### config.mk
export PLATFORM = sky130hd
export DESIGN_NAME = substring_match_splitter_core
export DESIGN_NICKNAME = d
export VERILOG_FILES = /design/src/design/ssplt_pkg.sv /design/src/design/ssplt_scan.sv /design/src/design/ssplt_outq.sv /design/src/design/substring_match_splitter_core.sv
export SDC_FILE = /design/constraint.sdc
export NUM_CORES = 1
export LEC_CHECK = 0
export ABC_CLOCK_PERIOD_IN_PS = 29700
export BUFFER_PORTS_ARGS = -buffer_cell sky130_fd_sc_hd__buf_2
export CORE_UTILIZATION = 52
export DETAILED_ROUTE_END_ITERATION = 10
export PLACE_DENSITY = 0.7
export SLEW_MARGIN = 20
export SYNTH_ARGS = -nofsm -noshare
export SYNTH_HDL_FRONTEND = slang
export SYNTH_SLANG_ARGS = --single-unit
### constraint.sdc
create_clock -name clk_i -period 29.7 [get_ports clk_i]
set_input_delay 8.91 -clock clk_i [delete_from_list [all_inputs] [get_ports clk_i]]
set_output_delay 8.91 -clock clk_i [all_outputs]
set_load 0.005 [all_outputs]
### src/design/ssplt_pkg.sv
// shared types and constants for the substring match splitter
// no dependencies; imported by every module in the design folder
package ssplt_pkg;

  localparam int unsigned MAX_PATTERN = 8;
  localparam int unsigned PLEN_W      = 4;
  localparam int unsigned POS_W       = 32;
  localparam int unsigned QUEUE_DEPTH = 4;
  localparam int unsigned QPTR_W      = $clog2(QUEUE_DEPTH);
  localparam int unsigned QCNT_W      = $clog2(QUEUE_DEPTH + 1);
  localparam int unsigned CFG_IDX_W   = 2;

  localparam logic [POS_W-1:0] POS_SAT = '1;

  // configuration register indexes
  localparam logic [CFG_IDX_W-1:0] REG_PATTERN_BYTES  = 2'd0;
  localparam logic [CFG_IDX_W-1:0] REG_PATTERN_LENGTH = 2'd1;
  localparam logic [CFG_IDX_W-1:0] REG_OPERATION      = 2'd2;

  typedef enum logic [1:0] {
    OP_FIND_FIRST = 2'd0,
    OP_LIST_ALL   = 2'd1,
    OP_SPLIT      = 2'd2,
    OP_END_ONLY   = 2'd3
  } op_e;

  typedef enum logic [1:0] {
    KIND_MATCH = 2'd0,
    KIND_FIELD = 2'd1,
    KIND_END   = 2'd2
  } kind_e;

  typedef struct packed {
    logic [8*MAX_PATTERN-1:0] pattern;
    logic [PLEN_W-1:0]        length;
    op_e                      op;
  } cfg_t;

  typedef struct packed {
    kind_e            kind;
    logic [POS_W-1:0] position;
    logic [POS_W-1:0] length;
    logic             last;
  } result_t;

  // up to two results per byte, in delivery order
  typedef struct packed {
    logic [1:0] count;
    result_t    r0;
    result_t    r1;
  } push_t;

endpackage

### src/design/ssplt_scan.sv
// byte input register, sliding window compare and per-string state
// depends on ssplt_pkg; feeds ssplt_outq with up to two results per byte
module ssplt_scan (
  input  logic            clk_i,
  input  logic            rst_ni,
  input  ssplt_pkg::cfg_t cfg_i,
  input  logic            in_valid_i,
  output logic            in_ready_o,
  input  logic [7:0]      data_byte_i,
  input  logic            end_of_string_i,
  input  logic            space_i,
  output ssplt_pkg::push_t push_o
);
  import ssplt_pkg::*;

  logic                     valid_q, valid_d;
  logic [7:0]               byte_q;
  logic                     eos_q;
  logic                     go;

  logic [8*MAX_PATTERN-1:0] window_q, window_d;
  logic [POS_W-1:0]         count_q, count_d;
  logic [3:0]               since_q, since_d;
  logic [POS_W-1:0]         fstart_q, fstart_d;
  logic                     found_q, found_d;

  logic [PLEN_W-1:0]        plen;
  logic [2:0]               plen_m1;
  logic [MAX_PATTERN-1:0]   match_k;
  logic [3:0]               since_inc;
  logic                     hit;
  logic [POS_W-1:0]         end_pos, start_pos;
  logic [POS_W:0]           gap, tail_gap;
  logic                     a_v, b_v, c_v;
  result_t                  a_r, b_r, c_r;

  assign go         = valid_q & space_i;
  assign in_ready_o = ~valid_q | go;
  assign valid_d    = (in_valid_i & in_ready_o) | (valid_q & ~go);

  always_ff @(posedge clk_i or negedge rst_ni) begin
    if (!rst_ni) begin
      valid_q <= 1'b0;
    end else begin
      valid_q <= valid_d;
    end
  end

  always_ff @(posedge clk_i) begin
    if (in_valid_i && in_ready_o) begin
      byte_q <= data_byte_i;
      eos_q  <= end_of_string_i;
    end
  end

  // clamp pattern length to 1..MAX_PATTERN
  always_comb begin
    plen = cfg_i.length;
    if (plen == '0) plen = PLEN_W'(1);
    else if (plen > PLEN_W'(MAX_PATTERN)) plen = PLEN_W'(MAX_PATTERN);
    plen_m1 = 3'(plen - PLEN_W'(1));
  end

  assign window_d  = {window_q[8*MAX_PATTERN-9:0], byte_q};
  assign since_inc = (since_q == 4'hF) ? since_q : since_q + 4'd1;

  // one compare per candidate length, newest byte last in the pattern
  always_comb begin
    for (int k = 0; k < MAX_PATTERN; k++) begin
      match_k[k] = 1'b1;
      for (int i = 0; i < MAX_PATTERN; i++) begin
        if (i <= k) begin
          if (window_d[8*(k-i) +: 8] != cfg_i.pattern[8*i +: 8]) match_k[k] = 1'b0;
        end
      end
    end
  end

  assign hit       = ({1'b0, since_inc} >= {1'b0, plen}) && match_k[plen_m1];
  assign end_pos   = (count_q == POS_SAT) ? POS_SAT : count_q + POS_W'(1);
  assign start_pos = (count_q == POS_SAT) ? POS_SAT : count_q - POS_W'(plen_m1);
  assign gap       = {1'b0, start_pos} - {1'b0, fstart_q};
  assign tail_gap  = {1'b0, end_pos} - {1'b0, fstart_q};

  always_comb begin
    found_d = found_q | (hit && cfg_i.op == OP_FIND_FIRST);

    a_v = 1'b0;
    a_r = '{kind: KIND_MATCH, position: start_pos, length: '0, last: 1'b0};
    unique case (cfg_i.op)
      OP_FIND_FIRST: begin
        a_v      = hit && !found_q;
        a_r.last = 1'b1;
      end
      OP_LIST_ALL: begin
        a_v = hit;
      end
      OP_SPLIT: begin
        a_v = hit && !gap[POS_W] && (gap[POS_W-1:0] != '0);
        a_r = '{kind: KIND_FIELD, position: fstart_q, length: gap[POS_W-1:0], last: 1'b0};
      end
      default: begin
        a_v = 1'b0;
      end
    endcase

    // trailing field; after a hit the field start already equals the end
    b_v = eos_q && (cfg_i.op == OP_SPLIT) && !hit && !tail_gap[POS_W]
          && (tail_gap[POS_W-1:0] != '0);
    b_r = '{kind: KIND_FIELD, position: fstart_q, length: tail_gap[POS_W-1:0], last: 1'b0};

    c_v = eos_q && !((cfg_i.op == OP_FIND_FIRST) && found_d);
    c_r = '{kind: KIND_END, position: '0, length: '0, last: 1'b1};

    push_o.r0    = c_r;
    push_o.r1    = c_r;
    push_o.count = 2'({1'b0, a_v} + {1'b0, b_v} + {1'b0, c_v});
    if (a_v) begin
      push_o.r0 = a_r;
      push_o.r1 = b_v ? b_r : c_r;
    end else if (b_v) begin
      push_o.r0 = b_r;
    end
    if (!go) push_o.count = 2'd0;
  end

  always_comb begin
    count_d  = count_q;
    since_d  = since_q;
    fstart_d = fstart_q;
    if (go) begin
      count_d  = end_pos;
      since_d  = hit ? 4'd0 : since_inc;
      if (hit && cfg_i.op == OP_SPLIT) fstart_d = end_pos;
      if (eos_q) begin
        count_d  = '0;
        since_d  = '0;
        fstart_d = '0;
      end
    end
  end

  always_ff @(posedge clk_i or negedge rst_ni) begin
    if (!rst_ni) begin
      window_q <= '0;
      count_q  <= '0;
      since_q  <= '0;
      fstart_q <= '0;
      found_q  <= 1'b0;
    end else begin
      count_q  <= count_d;
      since_q  <= since_d;
      fstart_q <= fstart_d;
      if (go) begin
        window_q <= eos_q ? '0 : window_d;
        found_q  <= eos_q ? 1'b0 : found_d;
      end
    end
  end

  // never more than two results per byte
  assert property (@(posedge clk_i) disable iff (!rst_ni) push_o.count != 2'd3)
    else $error("more than two results for one byte");

  // the last byte of a string leaves cleared state behind
  assert property (@(posedge clk_i) disable iff (!rst_ni)
    go && eos_q |=> count_q == '0 && fstart_q == '0 && !found_q)
    else $error("state not cleared after final byte");

  // find-first reports at most one match per string
  assert property (@(posedge clk_i) disable iff (!rst_ni)
    go && found_q && !eos_q && cfg_i.op == OP_FIND_FIRST |-> push_o.count == 2'd0)
    else $error("second find-first result in one string");

endmodule

### src/design/ssplt_outq.sv
// four-entry result queue, up to two writes and one read per cycle
// depends on ssplt_pkg; drives the result channel of the top level
module ssplt_outq (
  input  logic              clk_i,
  input  logic              rst_ni,
  input  ssplt_pkg::push_t  push_i,
  output logic              space_o,
  output logic              out_valid_o,
  input  logic              out_ready_i,
  output ssplt_pkg::result_t head_o
);
  import ssplt_pkg::*;

  result_t           mem_q [QUEUE_DEPTH];
  logic [QPTR_W-1:0] wr_ptr_q, wr_ptr_d, rd_ptr_q, rd_ptr_d;
  logic [QCNT_W-1:0] cnt_q, cnt_d;
  logic              pop;

  assign out_valid_o = cnt_q != '0;
  assign pop         = out_valid_o & out_ready_i;
  assign space_o     = cnt_q <= QCNT_W'(QUEUE_DEPTH - 2);
  assign head_o      = mem_q[rd_ptr_q];

  assign wr_ptr_d = wr_ptr_q + QPTR_W'(push_i.count);
  assign rd_ptr_d = rd_ptr_q + QPTR_W'(pop);
  assign cnt_d    = cnt_q + QCNT_W'(push_i.count) - QCNT_W'(pop);

  always_ff @(posedge clk_i) begin
    if (push_i.count != 2'd0) mem_q[wr_ptr_q] <= push_i.r0;
    if (push_i.count == 2'd2) mem_q[wr_ptr_q + QPTR_W'(1)] <= push_i.r1;
  end

  always_ff @(posedge clk_i or negedge rst_ni) begin
    if (!rst_ni) begin
      wr_ptr_q <= '0;
      rd_ptr_q <= '0;
      cnt_q    <= '0;
    end else begin
      wr_ptr_q <= wr_ptr_d;
      rd_ptr_q <= rd_ptr_d;
      cnt_q    <= cnt_d;
    end
  end

  assert property (@(posedge clk_i) disable iff (!rst_ni) cnt_q <= QCNT_W'(QUEUE_DEPTH))
    else $error("result queue overflow");

  assert property (@(posedge clk_i) disable iff (!rst_ni)
    push_i.count != 2'd0 |-> space_o)
    else $error("results pushed without room");

  assert property (@(posedge clk_i) disable iff (!rst_ni)
    QPTR_W'(wr_ptr_q - rd_ptr_q) == QPTR_W'(cnt_q))
    else $error("queue pointers disagree with fill count");

endmodule

### src/design/substring_match_splitter_core.sv
// top level of the substring match splitter: configuration registers and wiring
// depends on ssplt_pkg, ssplt_scan and ssplt_outq
//
// usage
//   input channel: one string byte per beat (data_byte_i, end_of_string_i on
//   the final byte), valid/ready. a beat is registered, then compared against
//   the pattern and its results written to a result queue once it has room.
//   result channel: kind_o, position_o, length_o, last_o, valid/ready; a byte
//   causes zero, one or two result beats; one beat leaves per cycle when ready.
//   configuration channel: cfg_index_i selects pattern bytes, pattern length
//   or operation; always ready; the user must write it only while no string
//   is in flight, which the block itself does not enforce. a result passes
//   through the input byte register and then a result queue entry.
//   throughput: one byte per cycle; the result queue (four entries) is the
//   limit, the input stalls while fewer than two entries are free.
//   receiver stall: results wait in the queue, then the input stage holds its
//   byte and ready drops until room returns.
//   reset: pattern zero, length one, find-first, string state cleared,
//   queue empty; state is cleared again after every final byte
module substring_match_splitter_core (
  input  logic        clk_i,
  input  logic        rst_ni,
  // configuration write
  input  logic        cfg_valid_i,
  output logic        cfg_ready_o,
  input  logic [1:0]  cfg_index_i,
  input  logic [63:0] cfg_data_i,
  // byte stream
  input  logic        in_valid_i,
  output logic        in_ready_o,
  input  logic [7:0]  data_byte_i,
  input  logic        end_of_string_i,
  // results
  output logic        out_valid_o,
  input  logic        out_ready_i,
  output logic [1:0]  kind_o,
  output logic [31:0] position_o,
  output logic [31:0] length_o,
  output logic        last_o
);
  import ssplt_pkg::*;

  cfg_t    cfg_q;
  push_t   push;
  logic    space;
  result_t head;

  // register writes are always accepted
  assign cfg_ready_o = 1'b1;

  always_ff @(posedge clk_i or negedge rst_ni) begin
    if (!rst_ni) begin
      cfg_q.pattern <= '0;
      cfg_q.length  <= PLEN_W'(1);
      cfg_q.op      <= OP_FIND_FIRST;
    end else if (cfg_valid_i) begin
      unique case (cfg_index_i)
        REG_PATTERN_BYTES:  cfg_q.pattern <= cfg_data_i;
        REG_PATTERN_LENGTH: cfg_q.length  <= cfg_data_i[PLEN_W-1:0];
        REG_OPERATION:      cfg_q.op      <= op_e'(cfg_data_i[1:0]);
        default: begin
          // unknown index, write dropped
        end
      endcase
    end
  end

  // window compare and per-string bookkeeping
  ssplt_scan u_scan (
    .clk_i          (clk_i),
    .rst_ni         (rst_ni),
    .cfg_i          (cfg_q),
    .in_valid_i     (in_valid_i),
    .in_ready_o     (in_ready_o),
    .data_byte_i    (data_byte_i),
    .end_of_string_i(end_of_string_i),
    .space_i        (space),
    .push_o         (push)
  );

  // results queue up here, one beat out per cycle while the receiver is ready
  ssplt_outq u_outq (
    .clk_i      (clk_i),
    .rst_ni     (rst_ni),
    .push_i     (push),
    .space_o    (space),
    .out_valid_o(out_valid_o),
    .out_ready_i(out_ready_i),
    .head_o     (head)
  );

  assign kind_o     = head.kind;
  assign position_o = head.position;
  assign length_o   = head.length;
  assign last_o     = head.last;

endmodule
## Word level (Yosys, flattened, before mapping)

Memories as Yosys holds them, arrays and structs flattened.
Cells that the tools add are included.

- $add $sub $neg: 13
- $lt $le $gt $ge: 4
- Eq/ne operators: 43
- Muxes and demuxes: 61
- Bitwise operators: 9
- Reduce and logical (&&, ||, !) cells: 30

Operators by type and width:

| operator | count |
|---|---|
| 8-bit inequality test | 36 |
| 67-bit 2-to-1 mux | 3 |
| 32-bit 2-to-1 mux | 5 |
| 32-bit by 32-bit subtractor with 33-bit output | 2 |
| 65-bit 2-to-1 mux | 1 |
| 32-bit nonzero test | 2 |
| 56-bit 2-to-1 mux | 1 |
| 1-bit 2-to-1 mux | 43 |
| 32-bit by 1-bit adder with 32-bit output, second input constant | 1 |
| 32-bit == test, second input constant | 1 |
| 32-bit by 3-bit subtractor with 32-bit output | 1 |
| 4-bit 2-to-1 mux | 5 |
| 1-bit logical AND | 13 |
| 2-bit AND reduction | 4 |
| 2-bit == test, second input constant | 3 |
| 1-bit zero test | 5 |
| 2-bit by 1-bit adder with 2-bit output | 2 |
| 4-bit by 1-bit adder with 4-bit output, second input constant | 1 |
| 1-bit AND | 4 |
| 2-bit by 1-bit == test with 1-bit output, second input constant | 2 |
| 4-bit == test, second input constant | 1 |
| 4-bit >= comparator | 1 |
| 4-bit > comparator, second input constant | 1 |
| 2-bit zero test | 2 |
| 16 further kinds | 20 |

- Flip-flop bits (word level): 212
- RAM bits: 268
- Bits of input ports: 80
- Memories: 1

Memories:

| name | depth | bits a word | rd ports | clocked after Yosys merged registers in | wr ports | line | RTL |
|---|---|---|---|---|---|---|---|
| u_outq.mem_q | 4 | 67 | 1 | 0 | 2 | ssplt_outq.sv:14 | `result_t mem_q [QUEUE_DEPTH];` |

## Logic depth before layout (Yosys ltp)

Gate-level depths: netlist of the first run.

- Word-level depth: 22
- Gate-level depth with buffers: 41
- Mapped depth without buffers: 38

## Hierarchy

From an unflattened synthesis of the first run, not the netlist that was laid out.

- Cell total of the unflattened synthesis: 2893
- Area, all modules: 32178.4 um^2

By module, submodules not included:

| module | instances | cells each | area an instance (um^2) | seq. area each (um^2) |
|---|---|---|---|---|
| ssplt_scan | 1 | 2053 | 15905.3 | 3423.3 |
| ssplt_outq | 1 | 688 | 13336.5 | 8222.9 |
| substring_match_splitter_core | 1 | 152 | 2936.6 | 1752.9 |

## Least setup slack after synthesis of the first run

Ideal clock, no wire load.

- Kind: flip-flop to output port
- Start: reg u_outq.rd_ptr_q[0]
- End: out kind_o[0]
- Data arrival time: 2.072 ns
- Data required time: 20.790 ns
- Setup slack: 18.718 ns
- Cell stages (with the launch flop): 5
- Path buffers: 3
- Path through: dfrtp_1 > clkbuf_1 > clkbuf_1 > buf_1 > mux4_2

- Cells in the longest elaborated chain, start to end: 1

Ends and longest elaborated chain:

| what | line | RTL |
|---|---|---|
| start: declaration | ssplt_outq.sv:15 | `logic [QPTR_W-1:0] wr_ptr_q, wr_ptr_d, rd_ptr_q, rd_ptr_d;` |
| start signal: assignment | ssplt_outq.sv:40 | `rd_ptr_q <= rd_ptr_d;` |
| memory read 4 x 67 bit | -- |  |
| end: declaration | substring_match_splitter_core.sv:36 | `output logic [1:0] kind_o,` |

Every way passes these cells.

## Worst setup path in the final report of the first run

- Start: reg u_outq.rd_ptr_q[0]
- End: out position_o[31]

- Cells in the longest elaborated chain, start to end: 1

Ends and longest elaborated chain:

| what | line | RTL |
|---|---|---|
| memory read 4 x 67 bit | -- |  |
| end: declaration | substring_match_splitter_core.sv:37 | `output logic [31:0] position_o,` |

Every way passes these cells.

==> impl_results.md, run 1 <==
- Highest Clock Rate: 0.08392 GHz
- Total of buffers placed on input and output ports: ~150
- Most frequent standard cell in the layout excluding fill and tap cells: sky130_fd_sc_hd__nand2_1
- Count of cells along the worst hold path: 2
- PwrDens: around 96 nW/um2
- Worst Tran Pin Value: 1.056 ns
- Area of combinational cells with multiple inputs: 15,430 um2
- # Post-CTS Setup Buffers: 0
- Slack of the worst reg-to-reg path: about 19 ns
- Die X: 242.7 um
- Unrepaired setup endpoints after global routing: false
- Global-route wire length before repair: around 150,000 um
- Startpoint Class: flip-flop
- Number of fill cells: a little under 5,000
- Endpoint of the worst-slack reg-to-reg timing path: u_outq.mem_q[0][45]
- TritonCTS Sinks: 480
- Yosys warnings: 0
- Die Area: 58,920 um2
- HPWL reported at the end of detailed placement: roughly 73,000 um
- Asr flop ratio synth: a little over two fifths
- Quantity of hold-fixing buffers added after cts: 0
- Maximum number of pins on one net before global-route repair: 78
- Nets in the synthesized netlist: between 3,000 and 4,000
- Vias in the first global route: around 24,000
- Startpoint of the tightest hold check path: u_scan.window_q[53]
- Required time at the worst-slack endpoint: 20.79 ns
- Crit-path max FO: 35
- Cell count of the worst reg-to-reg path: 34
- Vert. Die Dim: 242.7 um
- Number of placement rows: between 80 and 90
- Max-capacitance violation count: 0
- Count of unique library cells instantiated by Yosys: 89
- Via count: approximately 24,000
- Clock tree from TritonCTS: yes
- Arrival time at the worst endpoint: between 3 and 4 ns
- Core ar.: 56,820 um2
- Number of setup violations in the final report: 0
- Syn avg cell area: about 10 um2
- DR vias/cell: between 6 and 7
- Total chip power: 3.161 mW
- Headroom to the max-slew limit: 29.16%
- Worst supply voltage drop on vdd: around 0.000064 V
- Hold violation count in the final report: 0
- Share of post-route cells with drive strength above 1: 15.46%
- Clock Skews: between 0.02 and 0.025 ns
- Count of flip-flops with a built-in enable after synthesis: approximately 280
- Status: complete, no violations
- Number of buffers created by CTS: 53
- Drt wl/cell: around 27 um
- Worst flop-to-flop path startpoint: cfg_q[2]
- Summed negative setup slack over all endpoints: 0 ns
- Synth Instances: 2,873
- Total routing resource utilization after global routing: approximately 34%
- Post_cts resized: 0
- Net count reported at finish: just over 3,000
- Total of flip-flops plus latches after synthesis: 480
- Routability cong.: 1.010
- Antenna-violating nets left: 0
- Most used cells in the layout excluding fill and tap cells: 286 x sky130_fd_sc_hd__nand2_1, 277 x sky130_fd_sc_hd__edfxtp_1, 240 x sky130_fd_sc_hd__xor2_1, 200 x sky130_fd_sc_hd__dfrtp_1, 165 x sky130_fd_sc_hd__a22o_1
- Share of the yosys chip area belonging to registers: 44.46%
- H-tree level count: 2
- Minimum period implied by the final worst setup slack: around 12 ns
- Kind of critical path: flip-flop to output pin
- Endpoint of the worst hold-timing path: u_scan.window_q[53]
- Buffer depth of the longest clock path: 3
- Worst-skew pair later-pin latency: about 0.63 ns
- Antenna violations before repair: 1
- Clock root cell: sky130_fd_sc_hd__clkbuf_16
- Register clock-pin slew on the reported worst setup and hold paths: around 0.060 ns
- Leakage power figure: 13.40 nW
- Area growth from synthesis to final layout: 9.342%
- Routed Wire Length: roughly 100,000 um
- Tightest Hold Check Type: flip-flop to flip-flop
- Final worst path period share: between 40% and 50%
- Syn Std Cell Area: ~30,000 um2
- Endpoint type of the worst setup path: output pin
- Number of DRC markers after the initial detailed-route iteration: ~2,000
- Storage element area: about 13,000 um2
- IO Pins: 150
- Residual overflow from global routing: 0
- First-pass iteration count of the detailed router: 8
- Final routed DRC violation total: 0
- Predominant post-synthesis flop cell: sky130_fd_sc_hd__edfxtp_1
- Max Slew Vio Count: 0
- Starting utilization of the core area: a little over half
registers in the layout (all words and copies together) (netlist names):
register,cells
u_outq.rd_ptr_q,2
u_scan.byte_q,8
u_scan.valid_q,1
u_outq.wr_ptr_q,2
u_outq.mem_q,268
u_scan.count_q,32
u_scan.fstart_q,32
u_outq.cnt_q,3
cfg_q,70
u_scan.since_q,4
u_scan.window_q,56
u_scan.eos_q,1
u_scan.found_q,1
kinds of logic after synthesis:
kind of cell | synth area share (%)
AOI/OAI and AO/OA | 14.37
xor gates and xnor gates | 11.19
buffers and inverters | 4.609
and+or+nand+nor | 13.84
muxes | 7.901
other | 0.01244
DFF | 44.46
adders and majority gates | 3.612
critical path, stage by stage (launching register included):
cell and delay [ns]:
sky130_fd_sc_hd__dfrtp_4 0.88, sky130_fd_sc_hd__buf_4 0.67, sky130_fd_sc_hd__mux4_2 0.60, sky130_fd_sc_hd__buf_2 0.14
through the flow:
step	util (%)	cells	area [um2]	setup slack (ns)	hold slack (ns)
after floorplan	-	2873	30140	18.72	0.4583
after global placement	54.68	3560	31070	18.42	0.4794
after detailed placement	54.71	3560	31090	18.37	0.4970
after CTS	57.98	3660	32950	17.70	0.5103
after global routing	57.98	3660	32950	17.59	0.5270
final	57.99	3661	32950	17.78	0.5029
layer usage:
metal	track usage, %	wire, um	up-vias
met2	58.44	49840	1068
met5	0	8	-
met1	39.72	37500	11733
met4	20.68	6577	2
met3	4.467	6017	351
li1	-	-	10501
Yosys cell counts (41+ instances only):
master,instances,share of area (%)
sky130_fd_sc_hd__nand3_1,44,0.73
sky130_fd_sc_hd__inv_1,97,1.2
sky130_fd_sc_hd__nand4_1,63,1.3
sky130_fd_sc_hd__a22o_1,165,4.8
sky130_fd_sc_hd__buf_1,41,0.51
sky130_fd_sc_hd__edfxtp_1,277,28
sky130_fd_sc_hd__o22ai_1,44,0.91
sky130_fd_sc_hd__clkbuf_1,182,2.3
sky130_fd_sc_hd__xor2_1,240,7.0
sky130_fd_sc_hd__mux2_2,73,2.7
sky130_fd_sc_hd__nor4_1,67,1.4
sky130_fd_sc_hd__nor3_1,45,0.75
sky130_fd_sc_hd__nand3b_1,64,1.6
sky130_fd_sc_hd__xnor2_1,145,4.2
sky130_fd_sc_hd__o21ai_0,97,1.6
sky130_fd_sc_hd__dfrtp_1,202,17
sky130_fd_sc_hd__a21oi_1,112,1.9
sky130_fd_sc_hd__nor2_1,140,1.7
sky130_fd_sc_hd__nand2_1,287,3.6
sky130_fd_sc_hd__ha_1,79,3.3
sky130_fd_sc_hd__mux4_2,67,5.0
power by group:
| group | total [mW] | internal [mW] | leakage, nW | switching, mW |
|---|---|---|---|---|
| logic | 1.41 | 0.534 | 7.27 | 0.879 |
| registers | 1.05 | 0.848 | 5.22 | 0.200 |
| clock network | 0.702 | 0.414 | 0.918 | 0.288 |
final cells by class:
class / instances / share of cell area [%]
sequential: 480 / 40.68
inverter: 102 / 1.162
tap: 756 / 2.871
multi-input combinational: 2051 / 46.83
antenna: 1 / 0.007594
clock inverter: 29 / 1.033
timing repair buffer: 171 / 2.802
clock buffer: 71 / 4.610
how the worst max path moves through the flow:
stage,startpoint,endpoint,depth (start not counted)
2_1_floorplan,u_outq.rd_ptr_q[0],kind_o[0],4
3_3_place_gp,u_outq.rd_ptr_q[0],position_o[27],3
3_5_place_dp,u_outq.rd_ptr_q[0],position_o[20],3
4_1_cts,u_outq.rd_ptr_q[0],position_o[20],3
5_1_grt,u_outq.rd_ptr_q[0],position_o[20],3
6_report,u_outq.rd_ptr_q[0],position_o[31],3
Note: power is estimated with default switching activity, not from simulation.
==> run 2: changes to the inputs <==
ABC_CLOCK_PERIOD_IN_PS = 12000   (was 29700)
clock period = 12 ns   (was 29.7 ns; I/O delays follow)
==> run 2 against run 1 <==
Against the previous run: via count rose by 2.5%; first-iteration DRC count up 27%; sequential power grew 150%; sequential share of layout area about the same; hold slack improved by 0.0043 ns; critical endpoint is now u_outq.mem_q[0][49]; register-to-register slack worse by 18 ns; worst setup slack got worse by 16 ns; die area stayed put; non-clock buffer count up 4; cell count hardly changed; routed wire length grew 7.7%; utilization hardly changed.
==> impl_results.md, run 2 (synthesis gave the netlist of run 1 again) <==
- Register ranked first by flip-flop count: u_outq.mem_q
- Total routing resource utilization after global routing: 36.31% (+2.6 points)
- Endpoint type of the worst setup path: flip-flop
- Number of placement rows: 87 (unchanged)
- Worst Setup Slack post-DPL: 1.618 ns (-16.75 ns)
- HPWL reported at the end of detailed placement: 79,210 um (+8.9%)
- Post-route worst hold slack: 0.5071 ns (+0.004255 ns)
- Most frequent standard cell in the layout excluding fill and tap cells: sky130_fd_sc_hd__nand2_1
- Clock Skews: 0.03273 ns (+0.01211 ns)
- Starting utilization of the core area: 53.03% (unchanged)
- Worst-skew pair later-pin latency: 0.63 ns (about the same)
- Tightest Hold Check Type: flip-flop to flip-flop
- IO Pins: 150 (unchanged)
- TritonCTS Sinks: 480 (unchanged)
- Startpoint of the tightest hold check path: u_outq.cnt_q[2]
- Arrival time at the worst endpoint: 10.89 ns (+7.88 ns)
- Number of DRC markers after the initial detailed-route iteration: 2,574 (+27%)
- Status: complete, no violations
- Vias in the first global route: 23,749 (+0.40%)
- Buffer depth of the longest clock path: 3 (unchanged)
- Max reg flops: 268 (unchanged)
- Worst flop-to-flop path startpoint: cfg_q[2]
- Share of post-route cells with drive strength above 1: 15.28% (-0.18 points)
- Max incr delay on CP: 0.87 ns (about the same)
- Die X: 242.7 um (unchanged)
- Post_cts resized: 0 (unchanged)
- Leakage power figure: 13.40 nW (about the same)
- Required time at the worst-slack endpoint: 12.36 ns (-8.43 ns)
- Biggest regs: u_outq.mem_q: 268 flops, cfg_q: 70 flops, u_scan.window_q: 56 flops
- Highest Clock Rate: between 0.09 and 0.1 GHz
- Most used cells in the layout excluding fill and tap cells: 286 x sky130_fd_sc_hd__nand2_1, 277 x sky130_fd_sc_hd__edfxtp_1, 240 x sky130_fd_sc_hd__xor2_1, 200 x sky130_fd_sc_hd__dfrtp_1, 165 x sky130_fd_sc_hd__a22o_1
- Minimum period implied by the final worst setup slack: approximately 11 ns
- Quantity of hold-fixing buffers added after cts: 0 (unchanged)
- Residual overflow from global routing: 0 (unchanged)
- Clock tree from TritonCTS: yes
- Total of buffers placed on input and output ports: 148 (unchanged)
- Summed negative setup slack over all endpoints: 0 ns (unchanged)
- PwrDens: 240.5 nW/um2 (+150%)
- Final routed DRC violation total: 0 (unchanged)
- Number of buffers created by CTS: 52 (-1.9%)
- Register clock-pin slew on the reported worst setup and hold paths: 0.06 ns (about the same)
- Worst supply voltage drop on vdd: 0.0001429 V (+120%)
- Final worst slack: 1.466 ns (-16.32 ns)
- Worst Tran Pin Value: 1.158 ns (+0.1020 ns)
- Vert. Die Dim: 242.7 um (unchanged)
- Maximum number of pins on one net before global-route repair: 75 (-3.8%)
- Headroom to the max-slew limit: 22.80% (-6.4 points)
- Unrepaired setup endpoints after global routing: false
- Number of fill cells: 4,888 (+0.061%)
- Final worst path period share: 87.78%
- Via count: 24,238 (+2.5%)
- H-tree level count: 2 (unchanged)
- Area growth from synthesis to final layout: 9.321% (about the same)
- Timing startpoint of the critical path: cfg_q[2]
- Routed Wire Length: 107,700 um (+7.7%)
- Routability cong.: 1.047 (+3.6%)
- Max Slew Vio Count: 0 (unchanged)
- Total chip power: 7.922 mW (+150%)
- Max-capacitance violation count: 0 (unchanged)
- # Post-CTS Setup Buffers: 0 (unchanged)
- Number of setup violations in the final report: 0 (unchanged)
- Kind of critical path: flip-flop to flip-flop
- Core ar.: 56,820 um2 (unchanged)
- First-pass iteration count of the detailed router: 6 (-2)
- Antenna-violating nets left: 0 (unchanged)
- Antenna violations before repair: 3 (+2)
- Total inserted antenna cells: 0 (-1)
- Startpoint Class: flip-flop
- Hold violation count in the final report: 0 (unchanged)
- Net count reported at finish: 3,026 (+0.099%)
- Clock root cell: sky130_fd_sc_hd__clkbuf_16
- Die Area: 58,920 um2 (unchanged)
- Crit-path max FO: 27 (-23%)
- Slack of the worst reg-to-reg path: 1.47 ns (-17.65 ns)
- Global-route wire length before repair: 158,300 um (+5.8%)
- Critical-path top delay cell: sky130_fd_sc_hd__clkinv_1
- DR vias/cell: 6.619 (+2.4%)
- Drt wl/cell: 29.41 um (+7.7%)
run 2: layout make-up:
class,instances,area [um2],area share (%)
repair buffers,175,1033,3.137
clock inverters,32,335.3,1.018
multi-input cells,2051,15430,46.83
flip-flops and latches,480,13400,40.69
inverters,102,382.9,1.162
well taps,756,945.9,2.871
clock buffers,66,1415,4.295
run 2: metrics by stage:
| step | instances | area, um2 | utilization, % |
|---|---|---|---|
| 2_1_floorplan | 2873 | 30140 | - |
| 3_3_place_gp | 3560 | 31060 | 54.67 |
| 3_5_place_dp | 3564 | 31190 | 54.90 |
| 4_1_cts | 3662 | 32940 | 57.98 |
| 5_1_grt | 3662 | 32940 | 57.98 |
| 6_report | 3662 | 32940 | 57.98 |
run 2: final timing paths:
path,end,depth (start not counted)
min reg2reg,u_outq.cnt_q[2],1
max in group asynchronous,u_outq.rd_ptr_q[0],2
min,u_outq.cnt_q[2],1
min in group asynchronous,u_scan.fstart_q[7],1
max,u_outq.mem_q[0][49],33
max reg2reg,u_outq.mem_q[0][49],33
run 2: critical path, delay by kind of cell, from the launching register on:
family | cells | cell delay, ns
fa+ha+maj | 4 | 1.89
buf+inv | 3 | 1.17
compound gates | 11 | 2.33
simple gates | 14 | 3.94
flops | 1 | 0.52
xor+xnor | 1 | 0.39
run 2: power breakdown:
group          total, mW  internal, mW  leakage [nW]  switching, mW
registers           2.61          2.10          5.22          0.515
logic               3.64          1.34          7.32           2.30
clock network       1.67         0.968         0.862          0.703
total               7.92          4.41          13.4           3.51
run 2: layer usage:
metal	vias up	wire (um)	GRT usage [%]
li1	10520	-	-
met1	12075	39440	43.27
met2	1305	52050	60.75
met3	334	8638	6.712
met4	4	7528	22.68
met5	-	33	0
